### src/hw/rtl/tgad_pkg.sv
// ----------------------------------------------------------------------------
// tgad_pkg
// Shared types and constants for the TGA image stream decoder: request
// structs for both channels, the parse phase encoding and header offsets.
// ----------------------------------------------------------------------------
`timescale 1ns / 1ps

package tgad_pkg;

  // one file byte
  typedef struct packed {
    logic [7:0] data_byte;
    logic       file_start;
  } tgad_in_t;

  // one decoded pixel (or run of pixels) or an error report
  typedef struct packed {
    logic [7:0] red;
    logic [7:0] green;
    logic [7:0] blue;
    logic [7:0] alpha;
    logic       has_alpha;
    logic [7:0] repeat_count;
    logic       image_done;
    logic       status;
  } tgad_out_t;

  // parse phase
  typedef enum logic [1:0] {
    PH_HEADER = 2'd0,
    PH_PIXELS = 2'd2,
    PH_IDLE   = 2'd3
  } tgad_phase_t;

  // header byte offsets
  localparam logic [8:0] HDR_ID_LEN    = 9'd0;
  localparam logic [8:0] HDR_KIND      = 9'd2;
  localparam logic [8:0] HDR_WIDTH_LO  = 9'd12;
  localparam logic [8:0] HDR_WIDTH_HI  = 9'd13;
  localparam logic [8:0] HDR_HEIGHT_LO = 9'd14;
  localparam logic [8:0] HDR_HEIGHT_HI = 9'd15;
  localparam logic [8:0] HDR_DEPTH     = 9'd16;
  localparam logic [8:0] HDR_LEN       = 9'd17;

  // image type and pixel depths
  localparam logic [7:0] KIND_RLE_TRUE = 8'd10;
  localparam logic [7:0] DEPTH_16      = 8'd16;
  localparam logic [7:0] DEPTH_24      = 8'd24;
  localparam logic [7:0] DEPTH_32      = 8'd32;

  // status codes
  localparam logic STATUS_OK        = 1'b0;
  localparam logic STATUS_BAD_DEPTH = 1'b1;

endpackage

### src/hw/rtl/tga_image_stream_decoder.sv
// ----------------------------------------------------------------------------
// tga_image_stream_decoder
// Byte-serial TGA decoder: header parse, ID skip, raw and RLE pixel decode.
// ----------------------------------------------------------------------------
`timescale 1ns / 1ps

// The decoder takes one file byte per clock unless a stalled result holds it,
// and gives at most one request per byte on the pixel side: one result per
// pixel for uncompressed images, one per raw pixel or one per run (with a
// repeat count) for type 10 images, and a single error request with status
// set when the pixel depth is unsupported. Throughput is one byte per cycle
// while no stalled result blocks it. Each byte sits in the input register
// while the decode logic feeds the result register, which offers its result.
// The widest path is the 16x16 width-times-height multiply at the end of the
// header, which loads the remaining pixel count directly. There is no clearing
// pass after reset. Assert file_start on the first byte of each file; after the
// image ends the block ignores bytes until the next file_start.
module tga_image_stream_decoder (
  input  logic               clk,
  input  logic               rst,
  input  logic               byte_valid,
  output logic               byte_stall,
  input  tgad_pkg::tgad_in_t byte_item,
  output logic               pix_valid,
  input  logic               pix_stall,
  output tgad_pkg::tgad_out_t pix_item
);

  // input register
  logic               in_full;
  tgad_pkg::tgad_in_t in_q;
  logic               advance;

  // decoder state
  tgad_pkg::tgad_phase_t phase, phase_next;
  logic [8:0]  hpos, hpos_next;
  logic [7:0]  id_field_length, id_field_length_next;
  logic [7:0]  image_kind, image_kind_next;
  logic [15:0] image_width, image_width_next;
  logic [15:0] image_height, image_height_next;
  logic [7:0]  pixel_depth, pixel_depth_next;
  logic [31:0] pixels_left, pixels_left_next;
  logic [23:0] pixel_bytes, pixel_bytes_next;
  logic [1:0]  byte_in_pixel, byte_in_pixel_next;
  logic [7:0]  packet_left, packet_left_next;
  logic        packet_is_run, packet_is_run_next;

  // decode signals
  tgad_pkg::tgad_phase_t cur_phase;
  logic [8:0]  cur_hpos;
  logic [31:0] area;
  logic        is_rle;
  logic        depth_ok;
  logic [2:0]  bpp;
  logic [7:0]  count;
  logic [15:0] word16;
  tgad_pkg::tgad_out_t res;
  logic        res_valid;

  // output register
  logic                out_full;
  tgad_pkg::tgad_out_t out_q;

  assign advance    = in_full && (!out_full || !pix_stall);
  assign byte_stall = in_full && !advance;
  assign pix_valid  = out_full;
  assign pix_item   = out_q;

  // input register load
  always_ff @(posedge clk) begin
    if (rst) begin
      in_full <= 1'b0;
    end else if (!byte_stall) begin
      in_full <= byte_valid;
    end
    if (!byte_stall && byte_valid) begin
      in_q <= byte_item;
    end
  end

  // image size product and depth check
  assign area   = {16'd0, image_width} * {16'd0, image_height};
  assign is_rle = (image_kind == tgad_pkg::KIND_RLE_TRUE);
  assign depth_ok = (pixel_depth == tgad_pkg::DEPTH_24) || (pixel_depth == tgad_pkg::DEPTH_32) ||
                    (!is_rle && (pixel_depth == tgad_pkg::DEPTH_16));
  assign bpp = (pixel_depth == tgad_pkg::DEPTH_16) ? 3'd2 :
               (pixel_depth == tgad_pkg::DEPTH_24) ? 3'd3 : 3'd4;

  // restart view of phase and header position
  assign cur_phase = in_q.file_start ? tgad_pkg::PH_HEADER : phase;
  assign cur_hpos  = in_q.file_start ? 9'd0 : hpos;

  // next state and result
  always_comb begin
    phase_next           = phase;
    hpos_next            = hpos;
    id_field_length_next = id_field_length;
    image_kind_next      = image_kind;
    image_width_next     = image_width;
    image_height_next    = image_height;
    pixel_depth_next     = pixel_depth;
    pixels_left_next     = pixels_left;
    pixel_bytes_next     = pixel_bytes;
    byte_in_pixel_next   = byte_in_pixel;
    packet_left_next     = packet_left;
    packet_is_run_next   = packet_is_run;
    res                  = '0;
    res_valid            = 1'b0;
    count                = 8'd1;
    word16               = {in_q.data_byte, pixel_bytes[7:0]};

    if (advance) begin
      // new file abandons the current image
      if (in_q.file_start) begin
        phase_next         = tgad_pkg::PH_HEADER;
        hpos_next          = '0;
        pixels_left_next   = '0;
        packet_left_next   = '0;
        packet_is_run_next = 1'b0;
        pixel_bytes_next   = '0;
        byte_in_pixel_next = '0;
      end

      unique case (cur_phase)
        tgad_pkg::PH_HEADER: begin
          case (cur_hpos)
            tgad_pkg::HDR_ID_LEN:    id_field_length_next = in_q.data_byte;
            tgad_pkg::HDR_KIND:      image_kind_next = in_q.data_byte;
            tgad_pkg::HDR_WIDTH_LO:  image_width_next[7:0] = in_q.data_byte;
            tgad_pkg::HDR_WIDTH_HI:  image_width_next[15:8] = in_q.data_byte;
            tgad_pkg::HDR_HEIGHT_LO: image_height_next[7:0] = in_q.data_byte;
            tgad_pkg::HDR_HEIGHT_HI: image_height_next[15:8] = in_q.data_byte;
            tgad_pkg::HDR_DEPTH:     pixel_depth_next = in_q.data_byte;
            default: ;
          endcase
          hpos_next = cur_hpos + 9'd1;
          // last byte of the header and ID field: start the image or report a bad depth
          if (cur_hpos >= tgad_pkg::HDR_LEN &&
              cur_hpos == tgad_pkg::HDR_LEN + {1'b0, id_field_length}) begin
            if (!depth_ok) begin
              res.image_done = 1'b1;
              res.status     = tgad_pkg::STATUS_BAD_DEPTH;
              res_valid      = 1'b1;
              phase_next     = tgad_pkg::PH_IDLE;
            end else begin
              pixels_left_next   = area;
              pixel_bytes_next   = '0;
              byte_in_pixel_next = '0;
              packet_left_next   = '0;
              packet_is_run_next = 1'b0;
              phase_next = (image_width == 16'd0 || image_height == 16'd0) ?
                           tgad_pkg::PH_IDLE : tgad_pkg::PH_PIXELS;
            end
          end
        end

        tgad_pkg::PH_PIXELS: begin
          if (is_rle && packet_left == 8'd0) begin
            // packet header
            if (!in_q.data_byte[7]) begin
              count              = in_q.data_byte + 8'd1;
              packet_is_run_next = 1'b0;
            end else begin
              count              = in_q.data_byte - 8'd127;
              packet_is_run_next = 1'b1;
            end
            if ({24'd0, count} > pixels_left) begin
              count = pixels_left[7:0];
            end
            packet_left_next = count;
          end else if ({1'b0, byte_in_pixel} + 3'd1 < bpp) begin
            // gather a pixel byte
            case (byte_in_pixel)
              2'd0:    pixel_bytes_next[7:0]   = pixel_bytes[7:0] | in_q.data_byte;
              2'd1:    pixel_bytes_next[15:8]  = pixel_bytes[15:8] | in_q.data_byte;
              default: pixel_bytes_next[23:16] = pixel_bytes[23:16] | in_q.data_byte;
            endcase
            byte_in_pixel_next = byte_in_pixel + 2'd1;
          end else begin
            // last byte of the pixel: convert to rgb(a)
            if (bpp == 3'd2) begin
              res.blue  = {word16[4:0], 3'b000};
              res.green = {word16[9:5], 3'b000};
              res.red   = {word16[14:10], 3'b000};
            end else if (bpp == 3'd3) begin
              res.blue  = pixel_bytes[7:0];
              res.green = pixel_bytes[15:8];
              res.red   = in_q.data_byte;
            end else begin
              res.blue  = pixel_bytes[7:0];
              res.green = pixel_bytes[15:8];
              res.red   = pixel_bytes[23:16];
              res.alpha = in_q.data_byte;
            end
            pixel_bytes_next   = '0;
            byte_in_pixel_next = '0;
            // repeat count for runs, countdown of raw packet pixels
            if (is_rle) begin
              if (packet_is_run) begin
                count            = packet_left;
                packet_left_next = '0;
              end else begin
                packet_left_next = packet_left - 8'd1;
              end
            end
            if ({24'd0, count} > pixels_left) begin
              count = pixels_left[7:0];
            end
            pixels_left_next = pixels_left - {24'd0, count};
            res.has_alpha    = (pixel_depth == tgad_pkg::DEPTH_32);
            res.repeat_count = count;
            res.image_done   = (pixels_left_next == 32'd0);
            res.status       = tgad_pkg::STATUS_OK;
            res_valid        = 1'b1;
            if (pixels_left_next == 32'd0) begin
              phase_next = tgad_pkg::PH_IDLE;
            end
          end
        end

        default: ;
      endcase
    end
  end

  // decoder state registers
  always_ff @(posedge clk) begin
    if (rst) begin
      phase           <= tgad_pkg::PH_HEADER;
      hpos            <= '0;
      id_field_length <= '0;
      image_kind      <= '0;
      image_width     <= '0;
      image_height    <= '0;
      pixel_depth     <= '0;
      pixels_left     <= '0;
      pixel_bytes     <= '0;
      byte_in_pixel   <= '0;
      packet_left     <= '0;
      packet_is_run   <= 1'b0;
    end else begin
      phase           <= phase_next;
      hpos            <= hpos_next;
      id_field_length <= id_field_length_next;
      image_kind      <= image_kind_next;
      image_width     <= image_width_next;
      image_height    <= image_height_next;
      pixel_depth     <= pixel_depth_next;
      pixels_left     <= pixels_left_next;
      pixel_bytes     <= pixel_bytes_next;
      byte_in_pixel   <= byte_in_pixel_next;
      packet_left     <= packet_left_next;
      packet_is_run   <= packet_is_run_next;
    end
  end

  // result register
  always_ff @(posedge clk) begin
    if (rst) begin
      out_full <= 1'b0;
    end else if (res_valid) begin
      out_full <= 1'b1;
    end else if (!pix_stall) begin
      out_full <= 1'b0;
    end
    if (res_valid) begin
      out_q <= res;
    end
  end

`ifndef NO_ASSERTIONS
  // an error request always closes the image
  a_err_done: assert property (@(posedge clk) disable iff (rst)
    pix_valid && pix_item.status |-> pix_item.image_done)
    else $error("error request without image_done");

  // a pixel request covers at least one pixel
  a_count_nonzero: assert property (@(posedge clk) disable iff (rst)
    pix_valid && !pix_item.status |-> pix_item.repeat_count != 8'd0)
    else $error("pixel request with zero repeat count");

  // the byte side stalls only while a byte waits behind a stalled result
  a_stall_cause: assert property (@(posedge clk) disable iff (rst)
    byte_stall |-> in_full && pix_valid && pix_stall)
    else $error("byte stall without a stalled result");

  // after the closing request, no new pixel work until a new file
  a_idle_after_done: assert property (@(posedge clk) disable iff (rst)
    res_valid && res.image_done |=> phase == tgad_pkg::PH_IDLE)
    else $error("decoder not idle after image end");
`endif

endmodule

### config.mk
export PLATFORM = sky130hd
export DESIGN_NAME = tga_image_stream_decoder
export DESIGN_NICKNAME = d
export VERILOG_FILES = /design/src/hw/rtl/tgad_pkg.sv /design/src/hw/rtl/tga_image_stream_decoder.sv
export SDC_FILE = /design/constraint.sdc
export NUM_CORES = 1
export LEC_CHECK = 0
export BUFFER_PORTS_ARGS = -buffer_cell sky130_fd_sc_hd__buf_4
export CORE_UTILIZATION = 65
export DETAILED_ROUTE_END_ITERATION = 10
export PLACE_DENSITY_LB_ADDON = 0.08
export SYNTH_ARGS = -nofsm -noshare
export SYNTH_HDL_FRONTEND = slang
export SYNTH_SLANG_ARGS = --single-unit
### constraint.sdc
create_clock -name clk -period 13.15 [get_ports clk]
set_input_delay 3.2875 -clock clk [delete_from_list [all_inputs] [get_ports clk]]
set_output_delay 3.2875 -clock clk [all_outputs]
set_load 0.005 [all_outputs]
* After elaboration in Yosys (flattened, before gate mapping)
Cells that the tools add are included.
** Operators by class
- Add/sub/neg operators :: 8
- Multipliers :: 1
- $lt $le $gt $ge :: 4
- Equality and inequality tests :: 16
- Mux-type cells :: 78
- Bitwise logic cells :: 5
- Reductions and logical operators :: 33
** Operator list (number)
- $mux W8 :: 26
- $mux W24 :: 7
- $mux W32 :: 5
- $gt A8 B32 Y1 :: 2
- $pmux W32 S2 :: 1
- $pmux W24 S2 :: 1
- $eq A9 B4 Y1 const B :: 4
- $logic_not A16 Y1 :: 2
- $logic_not A32 Y1 :: 1
- $mul A16 B16 Y32 :: 1
- $sub A32 B8 Y32 :: 1
- $mux W2 :: 14
- $or A8 B8 Y8 :: 3
- $reduce_and A3 Y1 :: 7
- $mux W9 :: 2
- $eq A8 B5 Y1 const B :: 2
- $pmux W8 S2 :: 1
- $mux W1 :: 14
- $pmux W2 S2 :: 3
- $add A5 B8 Y9 const A :: 1
- $add A9 B1 Y9 const B :: 1
- $eq A9 B2 Y1 const B :: 1
- $eq A9 B5 Y1 const B :: 1
- $eq A9 B9 Y1 :: 1
- 26 further kinds :: 43
** Storage, ports and cells
- Register bits after elaboration :: 188
- Bits of input ports :: 13
- Output and inout bits :: 45

* Logic depth before layout (Yosys ltp)
Gate-level depths: netlist of run 1.
- Depth in word-level cells :: 20
- Depth in mapped cells :: 26
- Gate-level depth less buffers :: 24

* Worst setup path before layout of run 1
OpenSTA, ideal clock, no wires.
- Path kind :: input-to-output
- From :: in pix_stall
- To :: out byte_stall
- Data arrival time :: 3.476 ns
- Data required time :: 9.862 ns
- Setup slack :: 6.387 ns
- Stages :: 1
- Path buffers :: 0
- Path through :: and3_1
** On the way
- Word-level cells in the longest chain between the ends :: 5
** RTL lines
- start: declaration :: RTL line tga_image_stream_decoder.sv:25 : input logic pix_stall,
- $logic_not A1 Y1
- $logic_or A1 B1 Y1 :: RTL line tga_image_stream_decoder.sv:64 : assign advance = in_full && (!out_full || !pix_stall);
- $logic_and A1 B1 Y1 :: RTL line tga_image_stream_decoder.sv:64
- $logic_not A1 Y1 :: RTL line tga_image_stream_decoder.sv:65 : assign byte_stall = in_full && !advance;
- $logic_and A1 B1 Y1 :: RTL line tga_image_stream_decoder.sv:65
- end: declaration :: RTL line tga_image_stream_decoder.sv:22 : output logic byte_stall,
No other way between the ends.

* Final worst setup path of run 1
- From :: reg image_width[11]
- To :: reg pixels_left[28]
** On the way
- Word-level cells in the longest chain between the ends :: 4
** RTL lines
- start: declaration :: RTL line tga_image_stream_decoder.sv:39 : logic [15:0] image_width, image_width_next;
- start signal: assignment :: RTL line tga_image_stream_decoder.sv:246 : image_width <= image_width_next;
- $mul A16 B16 Y32 :: RTL line tga_image_stream_decoder.sv:82 : assign area = {16'd0, image_width} * {16'd0, image_height};
- $mux W32 :: RTL line tga_image_stream_decoder.sv:140 : if (!depth_ok) begin
- $mux W32 :: RTL line tga_image_stream_decoder.sv:138 : if (cur_hpos >= tgad_pkg::HDR_LEN &&
- $pmux W32 S2 :: RTL line tga_image_stream_decoder.sv:124 : unique case (cur_phase)
- end signal: assignment :: RTL line tga_image_stream_decoder.sv:249 : pixels_left <= pixels_left_next;
- end: declaration :: RTL line tga_image_stream_decoder.sv:42 : logic [31:0] pixels_left, pixels_left_next;
No other way between the ends.
A chain may end at the register's enable or synchronous reset.

==> metrics.csv, run 1 <==
metric,value,unit
dpl hpwl,38.4,mm
worst vdd ir,0.0966,mV
TNS Setup,0,ns
Final Hold Fails,0,
"Top FF cell, synth",dfxtp_1,
Synth area leaders,"fa_1 (20%), dfxtp_1 (14%), ha_1 (9.2%)",
Min-Delay Path Class,register to register,
power per cell area,66.1,nW/um^2
cell with the most instances after synthesis,inv_1,
Final Cycle Share,0.559,
clock skew,0.0169,ns
Yosys top cell area share,0.204,
reg2reg path depth,22,
FMAX,0.136,GHz
# IOs,58,
"area leader, netlist",fa_1,
pin count of the biggest net entering global routing,82,
via count,16300,
Max Buffers Root-to-Sink,2,
fill cell count,2319,
Initial Util,0.664,
WS Path Type,register to register,
grt ovf,0,
Std-Cell Core Area,28800,um^2
hold path depth,2,
initial antenna violation count,1,
Compound-Gate Fraction of Synth Area,0.135,
Hold Buf Count CTS,0,
"Cell Count, Final, Fillers Out",2574,
Worst-Skew Late Latency,0.45,ns
Num Clock Sinks,188,
worst reg2reg startpoint,image_width[11],
Die H,173,um
crit path launch,image_width[11],
vias per cell,6.33,
hold_sp,byte_in_pixel[1],
Final setup viols,0,
Post-synth ARST share,0,
GP Congestion,0.992,
ANT nets after route,0,
Syn Area/Cell,8.61,um^2
vias in the first global route,16600,
hold_ws,0.494,ns
most frequent cells after synthesis,"inv_1 (262), nand2_1 (261), nor2_1 (204)",
mux contribution to synthesized area,0.0428,
Reg-to-Reg End,pixels_left[28],
Leak,8.78,nW
Crit. End Element,register,
Root Buffer,clkbuf_16,
sequential-to-total area share from yosys stat,0.224,
syn nets,2566,
Yosys Warn Count,0,
# Max-Cap Violations,0,
remaining routing DRC violations,0,
xor/xnor share of the synthesized area,0.0285,
CTS tree,yes,
Adder-Cell Fraction of Synth Area,0.296,
# diodes,0,
actual slew at the worst max-slew pin,1.35,ns
Worst-path clk slew,0.09,ns
Iter 0 DRT Violations,1717,
Resize count post-CTS,0,
# rows,62,
Tot GR Track Use,0.365,
CTS Buf Count,17,
post-layout minimum cycle time,7.35,ns
die span in x,173,um
RSZ-0062 raised after global routing,no,
"Slew Viols, Final",0,
Routed wire per std cell,20.5,um
H-tree levels,4,
largest family of logic cells by synthesized area,adder cells,
"EDFF count, synth",52,
crit path DAT,7.69,ns
outcome,"finished, final reports clean",
r2r setup slk,5.80,ns
synthesis-stage register bit count,188,
Unique masters post-synth,81,
first-pass GRT wire length,86.8,mm
Buffers on Ports,57,
synthesized-area fraction occupied by and/or/nand/nor cells,0.194,
final net count,2525,
fraction of layout cells with a size suffix above 1,0.0594,
Hold EP,byte_in_pixel[1],
WP data required,13.49,ns
DRT Pass-1 Iters,6,
die area,30100,um^2
"Setup Fix Bufs, Post-CTS",0,
Post-Syn Instances,2218,
drt total wl,52.8,mm
critical-path maximum fanout,18,
Slew headroom,0.0940,
placed cells,2542,
Mapped Area,19100,um^2
crit path launch type,register,
Area Growth Syn to Fin,5.99,%
-- sequential cells by signal, indices dropped and copies added, names as in the netlist, 2 cells and up --
name,count
image_kind,8
in_q,9
pixels_left,32
hpos,9
pixel_depth,8
image_height,16
pix_item,43
packet_left,8
phase,2
byte_in_pixel,2
pixel_bytes,24
image_width,16
id_field_length,8
-- cells in the final DEF (no fill, tap or decap), drive strengths merged, types with 41 or more instances in the layout --
master,count
mux2i,79
o21ai,84
nand2,261
dfxtp,136
buf,75
inv,265
nand3,41
and2,110
a21oi,94
edfxtp,52
ha,140
nor2,204
nor3,42
fa,195
-- how the worst max path moves through the flow --
stage | slack [ns] | endpoint
2_1_floorplan | 6.39 | byte_stall
3_3_place_gp | 6.06 | pixels_left[28]
3_5_place_dp | 5.96 | pixels_left[28]
4_1_cts | 5.94 | pixels_left[28]
5_1_grt | 5.49 | pixels_left[28]
6_report | 5.80 | pixels_left[28]
-- metal layers --
layer | up-vias | routed length, um | global-route usage
met2 | 782 | 24400 | 0.581
met3 | 129 | 5030 | 0.0754
met5 | - | 0 | 0
met4 | 0 | 1620 | 0.125
met1 | 8044 | 21800 | 0.496
li1 | 7345 | - | -
-- report_power, final --
group / switching [mW] / internal, mW
combinational: 0.106 / 0.0596
sequential: 0.0215 / 0.597
clock: 0.263 / 0.292
-- stage by stage --
stage / utilization / area, um^2 / power (mW) / setup slack, ns
after floorplan: - / 19100 / 0.745 / 6.39
after global placement: 0.682 / 19600 / 0.789 / 6.06
after detailed placement: 0.682 / 19600 / 0.791 / 5.96
after CTS: 0.704 / 20200 / 1.33 / 5.94
after global routing: 0.704 / 20200 / 1.37 / 5.49
final: 0.704 / 20200 / 1.34 / 5.80
-- final cells by class --
type	instances	area (um^2)	share of cell area
timing repair buffer	75	563	0.0278
tap	384	480	0.0237
sequential	188	4280	0.212
inverter	262	983	0.0486
clock inverter	15	206	0.0102
clock buffer	17	425	0.0210
multi-input combinational	1633	13300	0.657
-- kinds of logic (layout without fill, tap and decap cells) --
| kind of cell | count (synthesis) | after routing |
|---|---|---|
| flip-flops | 188 | 188 |
| AND/OR/NAND/NOR | 775 | 775 |
| buffers and inverters | 397 | 369 |
| XOR/XNOR | 59 | 59 |
| AO/OA/AOI/OAI | 383 | 383 |
| adder cells (fa/ha/maj) | 335 | 335 |
| multiplexers | 81 | 81 |
-- worst max-delay path: stages (launching register included) --
cell and delay [ns]:
dfxtp_1 0.99, nand2_1 0.20, fa_1 0.57, inv_1 0.05
fa_1 0.47, inv_1 0.05, fa_1 0.51, inv_1 0.05
fa_1 0.47, inv_1 0.05, fa_1 0.53, inv_1 0.05
fa_1 0.41, ha_1 0.35, a21o_1 0.19, a21oi_1 0.15
inv_1 0.07, a2111oi_2 0.73, nor4_1 0.17, o41ai_1 0.65
xor2_1 0.19, o22ai_1 0.09, a32o_1 0.24
Note: power is estimated with default switching activity, not from simulation.
==> run 2, diff against run 1 <==
Settings changed: CORE_UTILIZATION 65 to 59.
Clock period 13.15 ns to 6.2 ns, I/O delays scaled along.
==> run 2 against run 1 <==
Against the previous run: maximum frequency up 22%; first-iteration DRC count down 2.7%; critical path depth unchanged; via count up 2.4%; worst hold slack worse by 0.0029 ns; die area up 10%; clock skew up 0.0013 ns; cell area up 8.5%; final cell count up 6.6%; clock power up 110%; critical path type unchanged.
==> metrics.csv, run 2 (synthesized netlist as in run 1, its figures left out) <==
metric,value,unit
outcome,"finished, final reports clean",
Buffers on Ports,57,
"most common cell after layout, fill and taps aside",inv_1,
Hold Buf Count CTS,0,
Max Buffers Root-to-Sink,2,
CTS Buf Count,17,
worst vdd ir,0.199,mV
r2r setup slk,0.15,ns
Clock Power Share,0.408,
power per cell area,131,nW/um^2
WS Path Type,register to register,
dpl hpwl,40.9,mm
fin area,22000,um^2
actual slew at the worst max-slew pin,1.12,ns
# rows,65,
P_sw,0.859,mW
Reg-to-Reg End,pixels_left[25],
"Cell Count, Final, Fillers Out",2744,
Num Clock Sinks,188,
Final setup viols,0,
"Slew Viols, Final",0,
critical-path maximum fanout,8,
Final Hold Fails,0,
crit path launch type,register,
Sw Ratio,0.298,
Int Power,2.02,mW
Placed Area,20700,um^2
hold path depth,2,
WP data required,6.59,ns
Iter 0 DRT Violations,1670,
Slew headroom,0.256,
die span in x,182,um
dpl ws,-0.227,ns
Hold EP,pixels_left[23],
CP cell instances,buf_4 -> and2_1 -> fa_1 -> fa_1 -> ha_2 -> inv_2 -> fa_1 -> inv_1 -> fa_1 -> fa_1 -> ha_1 -> a21o_1 -> buf_4 -> o41a_1 -> o211ai_1 -> buf_4 -> nand3_1 -> a31o_2 -> a21oi_2 -> xnor2_1 -> nand3_1 -> a21oi_2,
final net count,2677,
pin count of the biggest net entering global routing,73,
Min-Delay Path Class,register to register,
Leak,9.92,nW
# IOs,58,
GP Congestion,1.00,
Die H,182,um
worst reg2reg startpoint,image_width[6],
Tot GR Track Use,0.334,
Worst-Skew Late Latency,0.47,ns
grt ovf,0,
hold_ws,0.491,ns
vias in the first global route,16100,
die area,33100,um^2
fraction of layout cells with a size suffix above 1,0.157,
Area Growth Syn to Fin,14.9,%
vias per cell,6.08,
first-pass GRT wire length,86.7,mm
hold_sp,pixels_left[23],
flip-flop count of the largest register after layout,43,
ANT nets after route,0,
placed cells,2690,
Crit path max-delay family,adder cells,
fin util,0.692,
clock skew,0.0182,ns
Worst-path clk slew,0.08,ns
# diodes,0,
drt total wl,54.6,mm
Most common cell on crit path,fa_1,
Root Buffer,clkbuf_16,
Initial Util,0.602,
Final Cycle Share,0.976,
CTS tree,yes,
remaining routing DRC violations,0,
FMAX,0.165,GHz
CP bufs+invs,5,
Routed wire per std cell,19.9,um
sequential share of power,0.452,
Std-Cell Core Area,31700,um^2
post-layout minimum cycle time,6.05,ns
combinational share of power,0.140,
final setup margin,0.151,ns
crit-path max cell delay,0.57,ns
most frequent cells in the layout,"inv_1 (256), nand2_1 (254), buf_4 (202)",
Crit. End Element,register,
via count,16700,
reg2reg path depth,22,
crit path launch,image_width[6],
RSZ-0062 raised after global routing,yes,
fill cell count,2551,
crit path DAT,6.44,ns
H-tree levels,4,
"Max stage delay cell, worst path",fa_1,
initial antenna violation count,0,
# Max-Cap Violations,0,
DRT Pass-1 Iters,6,
==> run 2: cell count changes in the layout (fill, tap and decap cells not counted), sizes merged <==
| cell | previous run | this run |
|---|---|---|
| bufinv | 2 | 1 |
| clkinvlp | 1 | 2 |
| clkbuf | 17 | 19 |
| buf | 75 | 227 |
| clkinv | 9 | 4 |
| inv | 265 | 268 |
==> run 2: worst max path at each step <==
stage / end / slack, ns / cells after the start
finish: pixels_left[25] / 0.15 / 22
CTS: pixels_left[24] / 0.0003 / 23
detailed placement: pixels_left[25] / -0.23 / 21
global placement: pixels_left[29] / -0.1 / 21
global route: pixels_left[28] / -0.04 / 24
floorplan: pixels_left[28] / 0.0002 / 24
==> run 2: power groups by stage <==
| stage | logic, mW | registers [mW] | clock network, mW |
|---|---|---|---|
| after global routing | 0.429 | 1.31 | 1.23 |
| after global placement | 0.381 | 1.34 | 0 |
| after floorplan | 0.273 | 1.31 | 0 |
| final | 0.404 | 1.30 | 1.18 |
| after detailed placement | 0.384 | 1.34 | 0 |
| after CTS | 0.387 | 1.31 | 1.18 |
==> run 2: what timing repair did <==
action,CTS,global route
endpoints found under the hold margin,0,0
setup buffers,0,22
resized for setup,29,118
endpoints found under the setup margin,13,20
pin swaps,6,80
cloned,0,0
==> run 2: metal layers <==
layer / vias up / wire (um) / global-route usage
li1: 7650 / - / -
met1: 8219 / 23800 / 0.477
met2: 735 / 25300 / 0.536
met3: 86 / 4470 / 0.0533
met4: 0 / 997 / 0.0706
met5: - / 0 / 0
==> run 2: area by class of cell <==
| cell class | instances | area, um^2 | share of cell area |
|---|---|---|---|
| multi-input cells | 1633 | 13600 | 0.621 |
| flip-flops and latches | 188 | 4360 | 0.199 |
| repair buffers | 227 | 1850 | 0.0844 |
| inverters | 262 | 983 | 0.0448 |
| well taps | 402 | 503 | 0.0229 |
| clock buffers | 19 | 454 | 0.0207 |
| clock inverters | 13 | 168 | 0.00764 |
==> run 2: worst register-to-register path, delay by kind of cell (launching register included) <==
kind / cells / cell delay, ns
adder cells (fa/ha/maj): 7 / 3.03
AO/OA/AOI/OAI: 6 / 1.45
buffers and inverters: 5 / 0.60
AND/OR/NAND/NOR: 3 / 0.39
flip-flops: 1 / 0.38
XOR/XNOR: 1 / 0.13
==> run 2: metrics by stage <==
| stage | power [mW] | setup TNS [ns] |
|---|---|---|
| 6_report | 2.88 | 0 |
| 4_1_cts | 2.88 | 0 |
| 5_1_grt | 2.96 | -0.169 |
| 2_1_floorplan | 1.58 | 0 |
| 3_3_place_gp | 1.72 | -0.461 |
| 3_5_place_dp | 1.72 | -1.36 |
==> run 3, diff against run 2 <==
==> constraint.sdc (replaced) <==
create_clock -name clk -period 6.2 [get_ports clk]
set_input_delay 0.62 -clock clk [delete_from_list [all_inputs] [get_ports clk]]
set_output_delay 0.62 -clock clk [all_outputs]
set_load 0.005 [all_outputs]
==> run 3 against run 2 <==
Against the previous run: worst hold slack got worse by 0.16 ns; global-route usage is 0.18 points higher; power grew 0.31%; count of clock-buffer cells in the layout down 2; die area unchanged; maximum frequency hardly changed; critical path type unchanged; largest cell class unchanged.
==> metrics.csv, run 3 (synthesized netlist as in run 1, its figures left out) <==
metric,value,unit
outcome,"finished, final reports clean",
vias in the first global route,16300,
Clock Power Share,0.408,
"Slew Viols, Final",0,
clock skew,0.0210,ns
actual slew at the worst max-slew pin,1.10,ns
# diodes,0,
WS Path Type,register to register,
Leak,9.92,nW
post-layout minimum cycle time,6.05,ns
via count,16800,
initial antenna violation count,0,
crit-path max cell delay,0.57,ns
"Max stage delay cell, worst path",fa_1,
Buffers on Ports,57,
# Max-Cap Violations,0,
Final Cycle Share,0.975,
Std-Cell Core Area,31700,um^2
dpl hpwl,41.0,mm
power per cell area,132,nW/um^2
Most common cell on crit path,fa_1,
P_sw,0.884,mW
# IOs,58,
final net count,2672,
Reg-to-Reg End,pixels_left[24],
CP bufs+invs,6,
die area,33100,um^2
FMAX,0.165,GHz
CTS tree,yes,
RSZ-0062 raised after global routing,yes,
Die H,182,um
crit path DAT,6.40,ns
CTS Buf Count,17,
Hold EP,in_q[1],
die span in x,182,um
# rows,65,
fraction of layout cells with a size suffix above 1,0.157,
Int Power,2.01,mW
pin count of the biggest net entering global routing,73,
hold_sp,byte_item[1],
fill cell count,2560,
Num Clock Sinks,188,
grt ovf,0,
combinational share of power,0.141,
Final Hold Fails,0,
reg2reg path depth,23,
Slew headroom,0.268,
TNS Setup,0,ns
worst reg2reg startpoint,image_width[7],
Worst-path clk slew,0.09,ns
Worst-Skew Late Latency,0.47,ns
Crit path max-delay family,adder cells,
sequential share of power,0.451,
Tot GR Track Use,0.336,
CP cell instances,buf_6 -> buf_6 -> and2_4 -> fa_1 -> fa_1 -> ha_2 -> inv_2 -> fa_1 -> inv_2 -> fa_1 -> fa_1 -> ha_1 -> a21o_1 -> a21o_1 -> a41o_1 -> a2111oi_4 -> buf_4 -> buf_6 -> o311ai_4 -> a31oi_2 -> xor2_1 -> o22ai_1 -> a32o_1,
ANT nets after route,0,
Root Buffer,clkbuf_16,
r2r setup slk,0.15,ns
Iter 0 DRT Violations,1448,
H-tree levels,4,
Sw Ratio,0.306,
Area Growth Syn to Fin,14.7,%
placed cells,2690,
remaining routing DRC violations,0,
vias per cell,6.14,
"most common cell after layout, fill and taps aside",nand2_1,
worst vdd ir,0.199,mV
Max Buffers Root-to-Sink,2,
WP data required,6.55,ns
DRT Pass-1 Iters,6,
hold path depth,1,
Initial Util,0.602,
drt total wl,54.5,mm
"Cell Count, Final, Fillers Out",2739,
critical-path maximum fanout,5,
Final setup viols,0,
Crit. End Element,register,
Min-Delay Path Class,input port to register,
most frequent cells in the layout,"nand2_1 (259), inv_1 (253), nor2_1 (201)",
Routed wire per std cell,19.9,um
flip-flop count of the largest register after layout,43,
crit path launch type,register,
GP Congestion,1.00,
first-pass GRT wire length,87.3,mm
Power Total,2.89,mW
==> run 3: changes by cell type in the layout (fill, tap and decap cells not counted), moves of 3 or more <==
cell / delta
buf_4: -7
ha_2: +3
ha_4: -3
inv_1: -3
inv_2: +3
nand2_1: +5
nand2_2: -4
o21ai_0: -3
==> run 3: final cells by class <==
| cell class | count | area (um^2) | area share |
|---|---|---|---|
| Sequential cell | 188 | 4360 | 0.199 |
| Clock inverter | 15 | 198 | 0.00902 |
| Inverter | 262 | 983 | 0.0449 |
| Tap cell | 402 | 503 | 0.0230 |
| Multi-Input combinational cell | 1633 | 13600 | 0.622 |
| Clock buffer | 17 | 425 | 0.0194 |
| Timing Repair Buffer | 222 | 1820 | 0.0830 |
==> run 3: how the worst max path moves through the flow <==
stage	to	startpoint	slack [ns]	cells past startpoint
2_1_floorplan	pixels_left[28]	image_height[4]	0.0002	24
3_3_place_gp	pixels_left[25]	image_width[5]	-0.1	21
3_5_place_dp	pixels_left[25]	image_width[5]	-0.18	21
4_1_cts	pix_item[1]	image_kind[4]	0.002	23
5_1_grt	pixels_left[24]	image_height[6]	-0.06	23
6_report	pixels_left[24]	image_width[7]	0.15	23
==> run 3: stage by stage <==
stage,utilization,instance area [um^2],hold slack [ns],setup WS (ns)
4_1_cts,0.674,21400,0.319,0.00158
5_1_grt,0.691,21900,0.323,-0.0594
3_5_place_dp,0.652,20700,0.479,-0.182
6_report,0.691,21900,0.329,0.153
2_1_floorplan,-,19100,0.449,0.000184
3_3_place_gp,0.652,20700,0.465,-0.0989
==> run 3: per-layer routing <==
layer / up-vias / wire length (um) / global-route usage / part of all wire
li1: 7647 / - / - / -
met1: 8258 / 23400 / 0.475 / 0.43
met2: 797 / 25000 / 0.528 / 0.46
met3: 116 / 4690 / 0.0570 / 0.086
met4: 0 / 1390 / 0.101 / 0.026
met5: - / 0 / 0 / 0
==> run 3: power by group through the flow <==
stage	clock [mW]	sequential [mW]	combinational [mW]
after global routing	1.23	1.31	0.436
after floorplan	0	1.31	0.273
after global placement	0	1.34	0.381
after detailed placement	0	1.34	0.386
after CTS	1.19	1.31	0.388
final	1.18	1.31	0.409
==> run 3: repair_timing <==
item                                    4_1_cts  5_1_grt
endpoints found under the setup margin       12       19
buffers inserted                              2       16
pin swaps                                     6       68
hold buffers                                  0        0
gates resized for setup                      33      114
